**config.mk**
```make
export PLATFORM = sky130hd
export DESIGN_NAME = hex_record_data_extractor_unit
export DESIGN_NICKNAME = d
export VERILOG_FILES = /design/src/hrde_pkg.sv /design/src/hex_record_data_extractor_unit.sv /design/src/hrde_front.sv /design/src/hrde_queue.sv /design/src/hrde_back.sv
export SDC_FILE = /design/constraint.sdc
export NUM_CORES = 1
export LEC_CHECK = 0
export BUFFER_PORTS_ARGS = -buffer_cell sky130_fd_sc_hd__buf_2
export CAP_MARGIN = 5
export CORE_MARGIN = 2
export CORE_UTILIZATION = 35
export CTS_CLUSTER_DIAMETER = 150
export DETAILED_ROUTE_END_ITERATION = 8
export PLACE_DENSITY = 0.5
export SLEW_MARGIN = 20
export SYNTH_ARGS = -nofsm -noshare
export SYNTH_HDL_FRONTEND = slang
export SYNTH_SLANG_ARGS = --single-unit
```
**constraint.sdc**
```tcl
create_clock -name clk_i -period 3.3 [get_ports clk_i]
set_input_delay 0.33 -clock clk_i [delete_from_list [all_inputs] [get_ports clk_i]]
set_output_delay 0.33 -clock clk_i [all_outputs]
set_load 0.05 [all_outputs]
```
**src/hrde_pkg.sv**
```systemverilog
// Shared types, codes and helpers for the hex record data extractor.
// Used by the front, queue, back and checker modules; no dependencies.
package hrde_pkg;

  localparam int unsigned PosW          = 10;
  localparam int unsigned DataStart     = 9;
  localparam int unsigned HdrFirst      = 9;
  localparam int unsigned HdrLast       = 12;
  localparam int unsigned QueueDepthDef = 4;

  localparam logic [7:0] CharCr = 8'd13;
  localparam logic [7:0] CharLf = 8'd10;

  typedef enum logic [2:0] {
    OP_HDR_DIGIT,
    OP_HDR_LAST,
    OP_DATA_HI,
    OP_DATA_LO,
    OP_END_DATA,
    OP_BAD_LEN
  } hrde_op_e;

  typedef enum logic [1:0] {
    KIND_DATA  = 2'd0,
    KIND_ADDR  = 2'd1,
    KIND_END   = 2'd2,
    KIND_BAD   = 2'd3
  } hrde_kind_e;

  typedef struct packed {
    hrde_op_e   op;
    logic [3:0] nibble;
  } hrde_cmd_t;

  function automatic logic [3:0] hex_nibble(logic [7:0] c);
    logic [7:0] u;
    u = c;
    if (c inside {[8'd97:8'd102]}) u = c & 8'h5F;
    if (u inside {[8'd65:8'd70]}) return 4'(u - 8'd55);
    if (u inside {[8'd48:8'd57]}) return 4'(u - 8'd48);
    return 4'd0;
  endfunction

endpackage

```
**src/hex_record_data_extractor_unit.sv**
```systemverilog
// Top level of the hex record data extractor: front, queue and back end.
// Depends on hrde_pkg, hrde_front, hrde_queue and hrde_back.
//
// Accepts one character per clock cycle, every cycle, as long as the command
// queue (QueueDepth beats) has room. For a character that causes a result,
// the front classifies it combinationally and writes a command into the
// queue, and the back end then moves the queue head into the output
// register whenever that register is empty or not stalled.
// The output register holds a result while out_stall_i is high, and the
// queue absorbs characters meanwhile.
// After end of data or a bad record length no further results come until
// reset; characters keep being accepted and dropped.
module hex_record_data_extractor_unit
  import hrde_pkg::*;
#(
  parameter int unsigned QueueDepth = QueueDepthDef
) (
  input  logic        clk_i,
  input  logic        rst_ni,
  input  logic        in_valid_i,
  input  logic [7:0]  ascii_char_i,
  output logic        in_stall_o,
  output logic        out_valid_o,
  input  logic        out_stall_i,
  output logic [1:0]  kind_o,
  output logic [7:0]  data_byte_o,
  output logic [31:0] start_address_o
);

  logic      push, full, pop, head_valid;
  hrde_cmd_t push_cmd, head_cmd;

  hrde_front u_front (
    .clk_i        (clk_i),
    .rst_ni       (rst_ni),
    .in_valid_i   (in_valid_i),
    .ascii_char_i (ascii_char_i),
    .in_stall_o   (in_stall_o),
    .full_i       (full),
    .push_o       (push),
    .cmd_o        (push_cmd)
  );

  hrde_queue #(
    .Depth (QueueDepth)
  ) u_queue (
    .clk_i        (clk_i),
    .rst_ni       (rst_ni),
    .push_i       (push),
    .push_cmd_i   (push_cmd),
    .full_o       (full),
    .pop_i        (pop),
    .head_valid_o (head_valid),
    .head_cmd_o   (head_cmd)
  );

  hrde_back u_back (
    .clk_i           (clk_i),
    .rst_ni          (rst_ni),
    .head_valid_i    (head_valid),
    .head_cmd_i      (head_cmd),
    .pop_o           (pop),
    .out_stall_i     (out_stall_i),
    .out_valid_o     (out_valid_o),
    .kind_o          (kind_o),
    .data_byte_o     (data_byte_o),
    .start_address_o (start_address_o)
  );

endmodule

```
**src/hrde_front.sv**
```systemverilog
// Front end: accepts characters, tracks line position and record length,
// and turns selected characters into commands for the back end. Uses hrde_pkg.
module hrde_front
  import hrde_pkg::*;
(
  input  logic      clk_i,
  input  logic      rst_ni,
  input  logic      in_valid_i,
  input  logic [7:0] ascii_char_i,
  output logic      in_stall_o,
  input  logic      full_i,
  output logic      push_o,
  output hrde_cmd_t cmd_o
);

  logic [PosW-1:0] pos_q, pos_d;
  logic [7:0]      len_q, len_d;
  logic            cr_q, cr_d;
  logic            hdr_q, hdr_d;
  logic            accept;
  logic [3:0]      nib;
  logic [PosW:0]   win_end;

  assign in_stall_o = full_i;
  assign accept     = in_valid_i && !full_i;
  assign nib        = hex_nibble(ascii_char_i);
  assign win_end    = (PosW+1)'(DataStart) + (PosW+1)'({len_q, 1'b0});

  always_comb begin
    pos_d  = pos_q;
    len_d  = len_q;
    cr_d   = cr_q;
    hdr_d  = hdr_q;
    push_o = 1'b0;
    cmd_o  = '{op: OP_HDR_DIGIT, nibble: nib};
    if (accept) begin
      if (cr_q && ascii_char_i == CharLf) begin
        pos_d = '0;
        len_d = '0;
        cr_d  = 1'b0;
        hdr_d = 1'b0;
        if (!hdr_q) begin
          if (len_q == 8'd0) begin
            push_o   = 1'b1;
            cmd_o.op = OP_END_DATA;
          end else if (len_q == 8'd1 || len_q == 8'd3) begin
            push_o   = 1'b1;
            cmd_o.op = OP_BAD_LEN;
          end
        end
      end else begin
        cr_d = (ascii_char_i == CharCr);
        if (pos_q != '1) pos_d = pos_q + 1'b1;
        if (hdr_q) begin
          if (pos_q >= PosW'(HdrFirst) && pos_q <= PosW'(HdrLast)) begin
            push_o   = 1'b1;
            cmd_o.op = (pos_q == PosW'(HdrLast)) ? OP_HDR_LAST : OP_HDR_DIGIT;
          end
        end else if (pos_q == PosW'(1)) begin
          len_d = {nib, 4'd0};
        end else if (pos_q == PosW'(2)) begin
          len_d = len_q | {4'd0, nib};
        end else if (pos_q >= PosW'(DataStart) && len_q > 8'd4 &&
                     {1'b0, pos_q} < win_end) begin
          push_o   = 1'b1;
          cmd_o.op = pos_q[0] ? OP_DATA_HI : OP_DATA_LO;
        end
      end
    end
  end

  always_ff @(posedge clk_i or negedge rst_ni) begin
    if (!rst_ni) begin
      pos_q <= '0;
      len_q <= '0;
      cr_q  <= 1'b0;
      hdr_q <= 1'b1;
    end else begin
      pos_q <= pos_d;
      len_q <= len_d;
      cr_q  <= cr_d;
      hdr_q <= hdr_d;
    end
  end

endmodule

```
**src/hrde_queue.sv**
```systemverilog
// Command queue between front and back ends, Depth entries deep.
// Uses hrde_pkg for the command type.
module hrde_queue
  import hrde_pkg::*;
#(
  parameter int unsigned Depth = QueueDepthDef
) (
  input  logic      clk_i,
  input  logic      rst_ni,
  input  logic      push_i,
  input  hrde_cmd_t push_cmd_i,
  output logic      full_o,
  input  logic      pop_i,
  output logic      head_valid_o,
  output hrde_cmd_t head_cmd_o
);

  localparam int unsigned PtrW = (Depth > 1) ? $clog2(Depth) : 1;
  localparam int unsigned CntW = $clog2(Depth + 1);

  hrde_cmd_t         mem_q [Depth];
  logic [PtrW-1:0]   wr_q, wr_d, rd_q, rd_d;
  logic [CntW-1:0]   cnt_q, cnt_d;
  logic              do_pop;

  assign full_o       = (cnt_q == CntW'(Depth));
  assign head_valid_o = (cnt_q != '0);
  assign head_cmd_o   = mem_q[rd_q];
  assign do_pop       = pop_i && head_valid_o;

  always_comb begin
    wr_d  = wr_q;
    rd_d  = rd_q;
    cnt_d = cnt_q;
    if (push_i) wr_d = (wr_q == PtrW'(Depth - 1)) ? '0 : wr_q + 1'b1;
    if (do_pop) rd_d = (rd_q == PtrW'(Depth - 1)) ? '0 : rd_q + 1'b1;
    if (push_i && !do_pop) cnt_d = cnt_q + 1'b1;
    else if (!push_i && do_pop) cnt_d = cnt_q - 1'b1;
  end

  always_ff @(posedge clk_i) begin
    if (push_i) mem_q[wr_q] <= push_cmd_i;
  end

  always_ff @(posedge clk_i or negedge rst_ni) begin
    if (!rst_ni) begin
      wr_q  <= '0;
      rd_q  <= '0;
      cnt_q <= '0;
    end else begin
      wr_q  <= wr_d;
      rd_q  <= rd_d;
      cnt_q <= cnt_d;
    end
  end

endmodule

```
**src/hrde_back.sv**
```systemverilog
// Back end: executes queued commands, assembles header word and data bytes,
// halts after end of data or bad length, and drives the result register.
module hrde_back
  import hrde_pkg::*;
(
  input  logic        clk_i,
  input  logic        rst_ni,
  input  logic        head_valid_i,
  input  hrde_cmd_t   head_cmd_i,
  output logic        pop_o,
  input  logic        out_stall_i,
  output logic        out_valid_o,
  output logic [1:0]  kind_o,
  output logic [7:0]  data_byte_o,
  output logic [31:0] start_address_o
);

  logic        halted_q, halted_d;
  logic [15:0] hw_q, hw_d;
  logic [3:0]  hn_q, hn_d;
  logic        vld_q, vld_d;
  hrde_kind_e  kind_q, kind_d;
  logic [7:0]  byte_q, byte_d;
  logic [31:0] addr_q, addr_d;
  logic        load;

  assign pop_o = head_valid_i && (!vld_q || !out_stall_i);

  always_comb begin
    halted_d = halted_q;
    hw_d     = hw_q;
    hn_d     = hn_q;
    kind_d   = kind_q;
    byte_d   = byte_q;
    addr_d   = addr_q;
    load     = 1'b0;
    if (pop_o && !halted_q) begin
      case (head_cmd_i.op)
        OP_HDR_DIGIT: hw_d = {hw_q[11:0], head_cmd_i.nibble};
        OP_HDR_LAST: begin
          hw_d   = {hw_q[11:0], head_cmd_i.nibble};
          load   = 1'b1;
          kind_d = KIND_ADDR;
          byte_d = '0;
          addr_d = {hw_q[11:0], head_cmd_i.nibble, 16'd0};
        end
        OP_DATA_HI: hn_d = head_cmd_i.nibble;
        OP_DATA_LO: begin
          load   = 1'b1;
          kind_d = KIND_DATA;
          byte_d = {hn_q, head_cmd_i.nibble};
          addr_d = '0;
        end
        OP_END_DATA: begin
          halted_d = 1'b1;
          load     = 1'b1;
          kind_d   = KIND_END;
          byte_d   = '0;
          addr_d   = '0;
        end
        OP_BAD_LEN: begin
          halted_d = 1'b1;
          load     = 1'b1;
          kind_d   = KIND_BAD;
          byte_d   = '0;
          addr_d   = '0;
        end
        default: ;
      endcase
    end
    if (load) vld_d = 1'b1;
    else if (!out_stall_i) vld_d = 1'b0;
    else vld_d = vld_q;
  end

  always_ff @(posedge clk_i or negedge rst_ni) begin
    if (!rst_ni) begin
      halted_q <= 1'b0;
      hw_q     <= '0;
      hn_q     <= '0;
      vld_q    <= 1'b0;
    end else begin
      halted_q <= halted_d;
      hw_q     <= hw_d;
      hn_q     <= hn_d;
      vld_q    <= vld_d;
    end
  end

  always_ff @(posedge clk_i) begin
    kind_q <= kind_d;
    byte_q <= byte_d;
    addr_q <= addr_d;
  end

  assign out_valid_o     = vld_q;
  assign kind_o          = kind_q;
  assign data_byte_o     = byte_q;
  assign start_address_o = addr_q;

endmodule

```
Word level (Yosys, flattened, before mapping):

Memory sizes are Yosys's and may differ from the RTL's.
Cells that the tools add are included.

* bits in registers: 87
* bits in latches: 0
* bits in writable memories: 28
* ROM bits: 0
* bits of input ports: 12
* logic and storage cells: 146
* memories: 1

Memories
* u_queue.mem_q: depth 4, width 7, read ports 1, clocked after Yosys merged registers in 0, wr ports 1, RTL line hrde_queue.sv:21 `hrde_cmd_t mem_q [Depth];`

* add/subtract/negate cells: 8
* multiply operators: 0
* divide/modulo/power cells: 0
* magnitude comparators: 10
* equal/unequal tests: 18
* shift-type cells: 0
* multiplexer cells: 50
* bitwise gates (word level): 1
* reduce and logical (&&, ||, !) cells: 44

Operator list (count)
* $pmux 32 s2: 1
* $mux 8: 5
* $mux 3: 12
* $mux 1: 22
* $mux 10: 2
* $eq 8x4->1 const B: 2
* $ge 8x7->1 const B: 2
* $le 8x7->1 const B: 2
* $mux 4: 4
* $pmux 8 s2: 1
* $reduce_and 2->1: 8
* $logic_and 1x1->1: 13
* $lt 10x11->1: 1
* $add 10x1->10 const B: 1
* $add 4x9->10 const A: 1
* $eq 10x1->1 const B: 1
* $eq 10x2->1 const B: 1
* $eq 10x4->1 const B: 1
* $ge 10x4->1 const B: 1
* $le 10x4->1 const B: 1
* $ne 10x10->1 const B: 1
* $eq 3x3->1 const B: 3
* $eq 8x1->1 const B: 1
* $eq 8x2->1 const B: 1
* other kinds (27): 43

Depth between registers and ports, before layout:

* word-level depth: 14
* depth in mapped cells: 15

Cells and area by module:

Synthesis repeated with hierarchy kept, for this count alone.

* cell total of the unflattened synthesis: 399
* area, all modules: 5104.9 um^2

By module, submodules not included
* hrde_back: instances 1, cells an instance 120, area an instance 1880.6 um^2, sequential area each 1231.2 um^2
* hrde_front: instances 1, cells an instance 205, area an instance 1784.2 um^2, sequential area each 501.7 um^2
* hrde_queue: instances 1, cells an instance 74, area an instance 1440.1 um^2, sequential area each 1016.0 um^2

Worst setup path before layout:

No wires, ideal clock.

* path type: register to register
* start: register u_queue.cnt_q[0]
* end: register u_queue.cnt_q[1]
* arrival: 2982 ps
* path slack: 194 ps
* cell stages (with the launch flop): 10
* buffers on the path: 1
* clock period less this slack: 3106 ps
* cells stage by stage: dfrtp_1 > nor3b_2 > nand2b_1 > buf_4 > nor2_1 > a211o_4 > ha_1 > inv_1 > fa_1 > mux2_2

* elaborated cells on any way between the ends: 16
* classes of those cells: 2 x add/sub; 1 x eq/ne; 3 x mux; 10 x reduce/logical

RTL lines
* start, declared: RTL line hrde_queue.sv:23 `logic [CntW-1:0] cnt_q, cnt_d;`
* start signal, assigned: RTL line hrde_queue.sv:53 `cnt_q <= cnt_d;`
* $eq 3x3->1: RTL line hrde_queue.sv:26 `assign full_o = (cnt_q == CntW'(Depth));`
* via in_stall_o: RTL line hex_record_data_extractor_unit.sv:22 `output logic in_stall_o,`
* $logic_not 1->1: RTL line hrde_front.sv:25 `assign accept = in_valid_i && !full_i;`
* $logic_and 1x1->1: RTL line hrde_front.sv:25
* $mux 1: RTL line hrde_front.sv:36 `if (accept) begin`
* via push: RTL line hex_record_data_extractor_unit.sv:30 `logic push, full, pop, head_valid;`
* $logic_and 1x1->1: RTL line hrde_queue.sv:37 `if (push_i && !do_pop) cnt_d = cnt_q + 1'b1;`
* $mux 3: RTL line hrde_queue.sv:37
* via u_queue.cnt_d[1]: RTL line hrde_queue.sv:23

The timed path passes the listed nets, and every way through them passes these cells. The select of a mux whose other input is x is not followed.
A chain may end at the register's enable or synchronous reset.

Final worst setup path:

* start: register u_front.len_q[2]
* end: register u_queue.cnt_q[2]

* word-level cells in the longest chain between the ends: 12
* elaborated cells on any way between the ends: 23
* classes of those cells: 1 x add/sub; 2 x order compare; 2 x eq/ne; 10 x mux; 8 x reduce/logical

RTL lines
* start, declared: RTL line hrde_front.sv:17 `logic [7:0] len_q, len_d;`
* start signal, assigned: RTL line hrde_front.sv:80 `len_q <= len_d;`
* $add 4x9->10 / $gt 8x3->1 (equally long branches): RTL line hrde_front.sv:27, hrde_front.sv:63
* $lt 10x11->1 / $logic_and 1x1->1 (equally long branches): RTL line hrde_front.sv:64, hrde_front.sv:63
* $logic_and 1x1->1: RTL line hrde_front.sv:63 `end else if (pos_q >= PosW'(DataStart) && len_q > 8'd4 &&`
* $mux 1: RTL line hrde_front.sv:63
* $mux 1: RTL line hrde_front.sv:61 `end else if (pos_q == PosW'(2)) begin`
* $mux 1: RTL line hrde_front.sv:59 `end else if (pos_q == PosW'(1)) begin`
* $mux 1: RTL line hrde_front.sv:54 `if (hdr_q) begin`
* $mux 1 *: RTL line hrde_front.sv:37 `if (cr_q && ascii_char_i == CharLf) begin`
* $mux 1 *: RTL line hrde_front.sv:36
* via push: RTL line hex_record_data_extractor_unit.sv:30
* $logic_not 1->1: RTL line hrde_queue.sv:38 `else if (!push_i && do_pop) cnt_d = cnt_q - 1'b1;`
* $logic_and 1x1->1: RTL line hrde_queue.sv:38
* $reduce_bool 2->1 (no source line)

The timed path passes the listed nets; every way through them passes the cells marked *.

==> Flow_metrics.wiki <==
{| class="wikitable"
! Metric !! Value
|-
| Result of the run || complete, but fails checks
|-
| Failing checks || negative hold slack
|-
| CTS tree || done
|-
| Root Driver || sky130_fd_sc_hd__clkbuf_16
|-
| CTS H-tree lvls || 3
|-
| Pre-CTS setup slack || 0.0560 ns
|-
| Final instance area || 0.00575 sq mm
|-
| Detail Placement HPWL || 6.71 mm
|-
| Hold bufs inserted after CTS || 0
|-
| Routed length on met1 || 4.16 mm
|-
| Number of unique standard cell types used by synthesis || 65
|-
| First DRT Iteration DRCs || 137
|-
| Wire length of the first global-routing pass || 15.9 mm
|-
| Number of nets with antenna violations after routing || 0
|-
| Highest metal layer used by the detailed router || met4
|-
| Buffers added on ports || 39
|-
| CTS clock-pin slew for the worst setup and hold paths || 0.07 ns
|-
| Netlist Area Pre-Place || 0.00498 sq mm
|-
| Starting density of the core || 35.8%
|-
| Commonest non-fill, non-tap cell in the layout || sky130_fd_sc_hd__edfxtp_1
|-
| Achievable clock frequency || 0.323 GHz
|-
| Boundary Pins || 56
|-
| Post-synth ARST share || 45.5%
|-
| Type of the worst setup path || reg2reg
|-
| Routability cong. || 0.854
|-
| Horizontal die dimension || 123 um
|-
| Highest-count cells in the layout ignoring fill and taps || 54 x sky130_fd_sc_hd__edfxtp_1, 42 x sky130_fd_sc_hd__dfrtp_1, 38 x sky130_fd_sc_hd__buf_2
|-
| Design internal power || 2.65 mW
|-
| VDD IR-drop max || 313 uV
|-
| GRT overflow || 0
|-
| Setup ws final || 0.201 ns
|-
| Final net count || 485
|-
| Detailed-routed wire length on met2 || 4.81 mm
|-
| Leakage power || 2.40 nW
|-
| Pwr Density || 699 mW/mm^2
|-
| WP data arrival || 3.34 ns
|-
| CP max FO || 7
|-
| Area enclosed by the die boundary || 0.0152 sq mm
|-
| Post-route DRC violation count || 0
|-
| ANT cells || 0
|-
| Worst Reg-to-Reg Cells || 15
|-
| Total of endpoints with negative setup slack in the final report || 0
|-
| Slew HR || 39.3%
|-
| Worst Hold Class || in2async
|-
| Non-filler cells in the finished layout || 629
|-
| Count of placed standard cells including taps || 604
|-
| Critical Path End Type || register
|-
| Worst hold slack || -0.00905 ns
|-
| Synthesized instance count || 385
|-
| DR vias/cell || 4.80
|-
| Total Wirelength || 9.46 mm
|-
| Met3 routed wirelength || 407 um
|-
| Clock tree skew after final layout || 0.00480 ns
|-
| Launching point of the worst reg2reg path || u_front.len_q[2]$_DFFE_PN0P_
|-
| Final min period || 3.10 ns
|-
| Syn Area/Cell || 12.9 sq um
|-
| Final Max Tran Viols || 0
|-
| Combinational Power Share || 30.3%
|-
| Sequential share of the synthesized area || 55.2%
|-
| Later-pin clock latency in the skew report || 0.35 ns
|-
| Number of standard-cell rows in the floorplan || 43
|-
| Area inside the core boundary || 0.0139 sq mm
|-
| First-pass iteration count of the detailed router || 4
|-
| Overall fraction of global-route tracks in use || 13.6%
|-
| Sequential power share || 44.4%
|-
| Largest net degree at the start of global routing || 46
|-
| Via count of the first global-routing pass || 3101
|-
| Vertical die dimension || 123 um
|-
| Synth Warn # || 0
|-
| Actual transition at the worst max-transition pin || 0.903 ns
|-
| Commonest register cell after synthesis || sky130_fd_sc_hd__edfxtp_1
|-
| Drt wl/cell || 15.0 um
|-
| Post-detailed-placement cell area || 0.00536 sq mm
|-
| Post-synthesis sequential element count || 99
|-
| Final Hold Vio Count || 25
|-
| Endpoint of the lowest-slack register-to-register path || u_queue.cnt_q[2]$_DFFE_PN0P_
|-
| Inserted Clock Buffers || 9
|-
| Net Sw Power || 1.37 mW
|-
| Initial antenna violation count || 0
|-
| Max Cap Violations || 0
|-
| Power Total || 4.02 mW
|-
| Clk network pwr share || 25.3%
|-
| Total vias in the final route || 3017
|-
| Kind of start point of the critical path || register
|-
| Critical Path RT || 3.54 ns
|-
| Final cycle utilization of the critical path || 93.9%
|-
| Switching power as a share of total power || 34.1%
|-
| Fraction of layout instances using a drive strength above 1 || 26.1%
|-
| Number of enable flip-flop cells after synthesis || 54
|-
| Clock sink total || 99
|-
| Area Growth Syn to Fin || 15.6%
|-
| Register-to-register path setup slack || 0.20 ns
|-
| Bufs on Longest Clock Path || 2
|}
[what timing repair did]
item | CTS | global route
setup buffers | 0 | 9
endpoints found under the setup margin | 0 | 2
gates resized for setup | 0 | 9
[layer usage]
metal / vias to the layer above / GRT usage [%]
met4: 0 / 3.34
met2: 58 / 23.4
met3: 7 / 4.57
li1: 1479 / -
met1: 1473 / 16.5
met5: - / 0
[worst max-delay path, stage by stage (launching register included)]
cell and delay [ns]:
sky130_fd_sc_hd__dfrtp_2 0.47, sky130_fd_sc_hd__buf_4 0.15, sky130_fd_sc_hd__nand3_1 0.08, sky130_fd_sc_hd__xor2_1 0.16, sky130_fd_sc_hd__ha_1 0.26, sky130_fd_sc_hd__a21o_1 0.17, sky130_fd_sc_hd__a211oi_2 0.21, sky130_fd_sc_hd__o211ai_1 0.14
sky130_fd_sc_hd__nor3_2 0.26, sky130_fd_sc_hd__a211o_4 0.17, sky130_fd_sc_hd__ha_4 0.14, sky130_fd_sc_hd__inv_1 0.05, sky130_fd_sc_hd__fa_2 0.33, sky130_fd_sc_hd__xor2_1 0.17, sky130_fd_sc_hd__nor2_1 0.07, sky130_fd_sc_hd__xor2_1 0.15
[synth_stat cells, types with 2 or more instances]
cell / number / area, sq um
sky130_fd_sc_hd__edfxtp_1: 54 / 1620
sky130_fd_sc_hd__dfrtp_1: 44 / 1100
sky130_fd_sc_hd__and2_1: 28 / 175
sky130_fd_sc_hd__ha_1: 28 / 350
sky130_fd_sc_hd__nand2_1: 25 / 93.8
sky130_fd_sc_hd__nor2_1: 24 / 90.1
sky130_fd_sc_hd__buf_4: 19 / 143
sky130_fd_sc_hd__inv_1: 17 / 63.8
sky130_fd_sc_hd__nand3_1: 17 / 85.1
sky130_fd_sc_hd__a21oi_1: 10 / 50.1
sky130_fd_sc_hd__mux2_1: 10 / 113
sky130_fd_sc_hd__xor2_1: 9 / 78.8
sky130_fd_sc_hd__mux2_2: 8 / 90.1
sky130_fd_sc_hd__mux4_2: 7 / 158
sky130_fd_sc_hd__o21ai_0: 6 / 30.0
sky130_fd_sc_hd__a21o_1: 5 / 37.5
sky130_fd_sc_hd__nor2b_1: 5 / 31.3
sky130_fd_sc_hd__nor3b_1: 4 / 30.0
sky130_fd_sc_hd__xnor2_1: 4 / 35.0
sky130_fd_sc_hd__and3_1: 3 / 18.8
sky130_fd_sc_hd__clkbuf_1: 3 / 11.3
sky130_fd_sc_hd__nand4_1: 3 / 18.8
sky130_fd_sc_hd__o32ai_1: 3 / 26.3
sky130_fd_sc_hd__a2111oi_2: 2 / 30.0
sky130_fd_sc_hd__a211oi_1: 2 / 15.0
sky130_fd_sc_hd__mux2_4: 2 / 30.0
sky130_fd_sc_hd__nor3_1: 2 / 10.0
sky130_fd_sc_hd__nor4_4: 2 / 42.5
sky130_fd_sc_hd__o2111ai_1: 2 / 17.5
sky130_fd_sc_hd__o31ai_1: 2 / 15.0
[registers in the layout (all words and copies together) (netlist names)]
name and flops:
u_queue.mem_q 28, u_front.pos_q 10, u_back.data_byte_o 8, u_queue.wr_q 2, u_back.start_address_o 16, u_back.kind_o 2, u_queue.cnt_q 3, u_front.cr_q 1
u_front.len_q 8, u_back.hw_q 12, u_back.out_valid_o 1, u_back.halted_q 1, u_front.hdr_q 1, u_back.hn_q 4, u_queue.rd_q 2
[power groups by stage]
stage                     combinational (mW)  sequential [mW]  clock [mW]
final                                   1.22             1.78        1.02
after floorplan                        0.991             1.68           0
after global routing                    1.38             1.83        1.10
after CTS                               1.18             1.79        1.05
after detailed placement                1.17             1.81           0
after global placement                  1.16             1.81           0
[kinds of logic (layout without fill, tap and decap cells)]
logic type                 count (synthesis)  after routing  synth area share [%]
and+or+nand+nor                          128            128                  15.0
DFF                                       99             99                  55.2
AOI/OAI and AO/OA                         46             46                  7.17
buffers and inverters                     40             89                  4.48
adders and majority gates                 29             29                  7.44
muxes                                     29             29                  8.32
xor gates and xnor gates                  13             13                  2.29
other                                      1             16                0.0754
[stage by stage]
stage | util (%) | TNS (ns)
2_1_floorplan | - | 0
4_1_cts | 40.6 | 0
3_3_place_gp | 38.6 | 0
6_report | 41.4 | 0
5_1_grt | 41.4 | -0.0104
3_5_place_dp | 38.6 | 0
[final cells by class]
type	instances	area [sq um]
well taps	180	225
repair buffers	56	325
inverters	17	63.8
clock buffers	10	239
flip-flops and latches	99	2750
fillers	1356	8130
multi-input cells	261	2100
clock inverters	6	45.0
[worst max path at each step]
stage	endpoint	cells past startpoint	start	slack [ns]
floorplan	u_queue.cnt_q[1]$_DFFE_PN0P_	9	u_queue.cnt_q[0]$_DFFE_PN0P_	0.19
global placement	u_queue.cnt_q[2]$_DFFE_PN0P_	15	u_front.len_q[5]$_DFFE_PN0P_	0.14
detailed placement	u_queue.cnt_q[2]$_DFFE_PN0P_	15	u_front.len_q[5]$_DFFE_PN0P_	0.06
CTS	u_queue.cnt_q[2]$_DFFE_PN0P_	15	u_front.len_q[5]$_DFFE_PN0P_	0.04
global route	u_queue.cnt_q[2]$_DFFE_PN0P_	15	u_front.len_q[2]$_DFFE_PN0P_	-0.01
finish	u_queue.cnt_q[2]$_DFFE_PN0P_	15	u_front.len_q[2]$_DFFE_PN0P_	0.20
(Power assumes the default switching activity.)
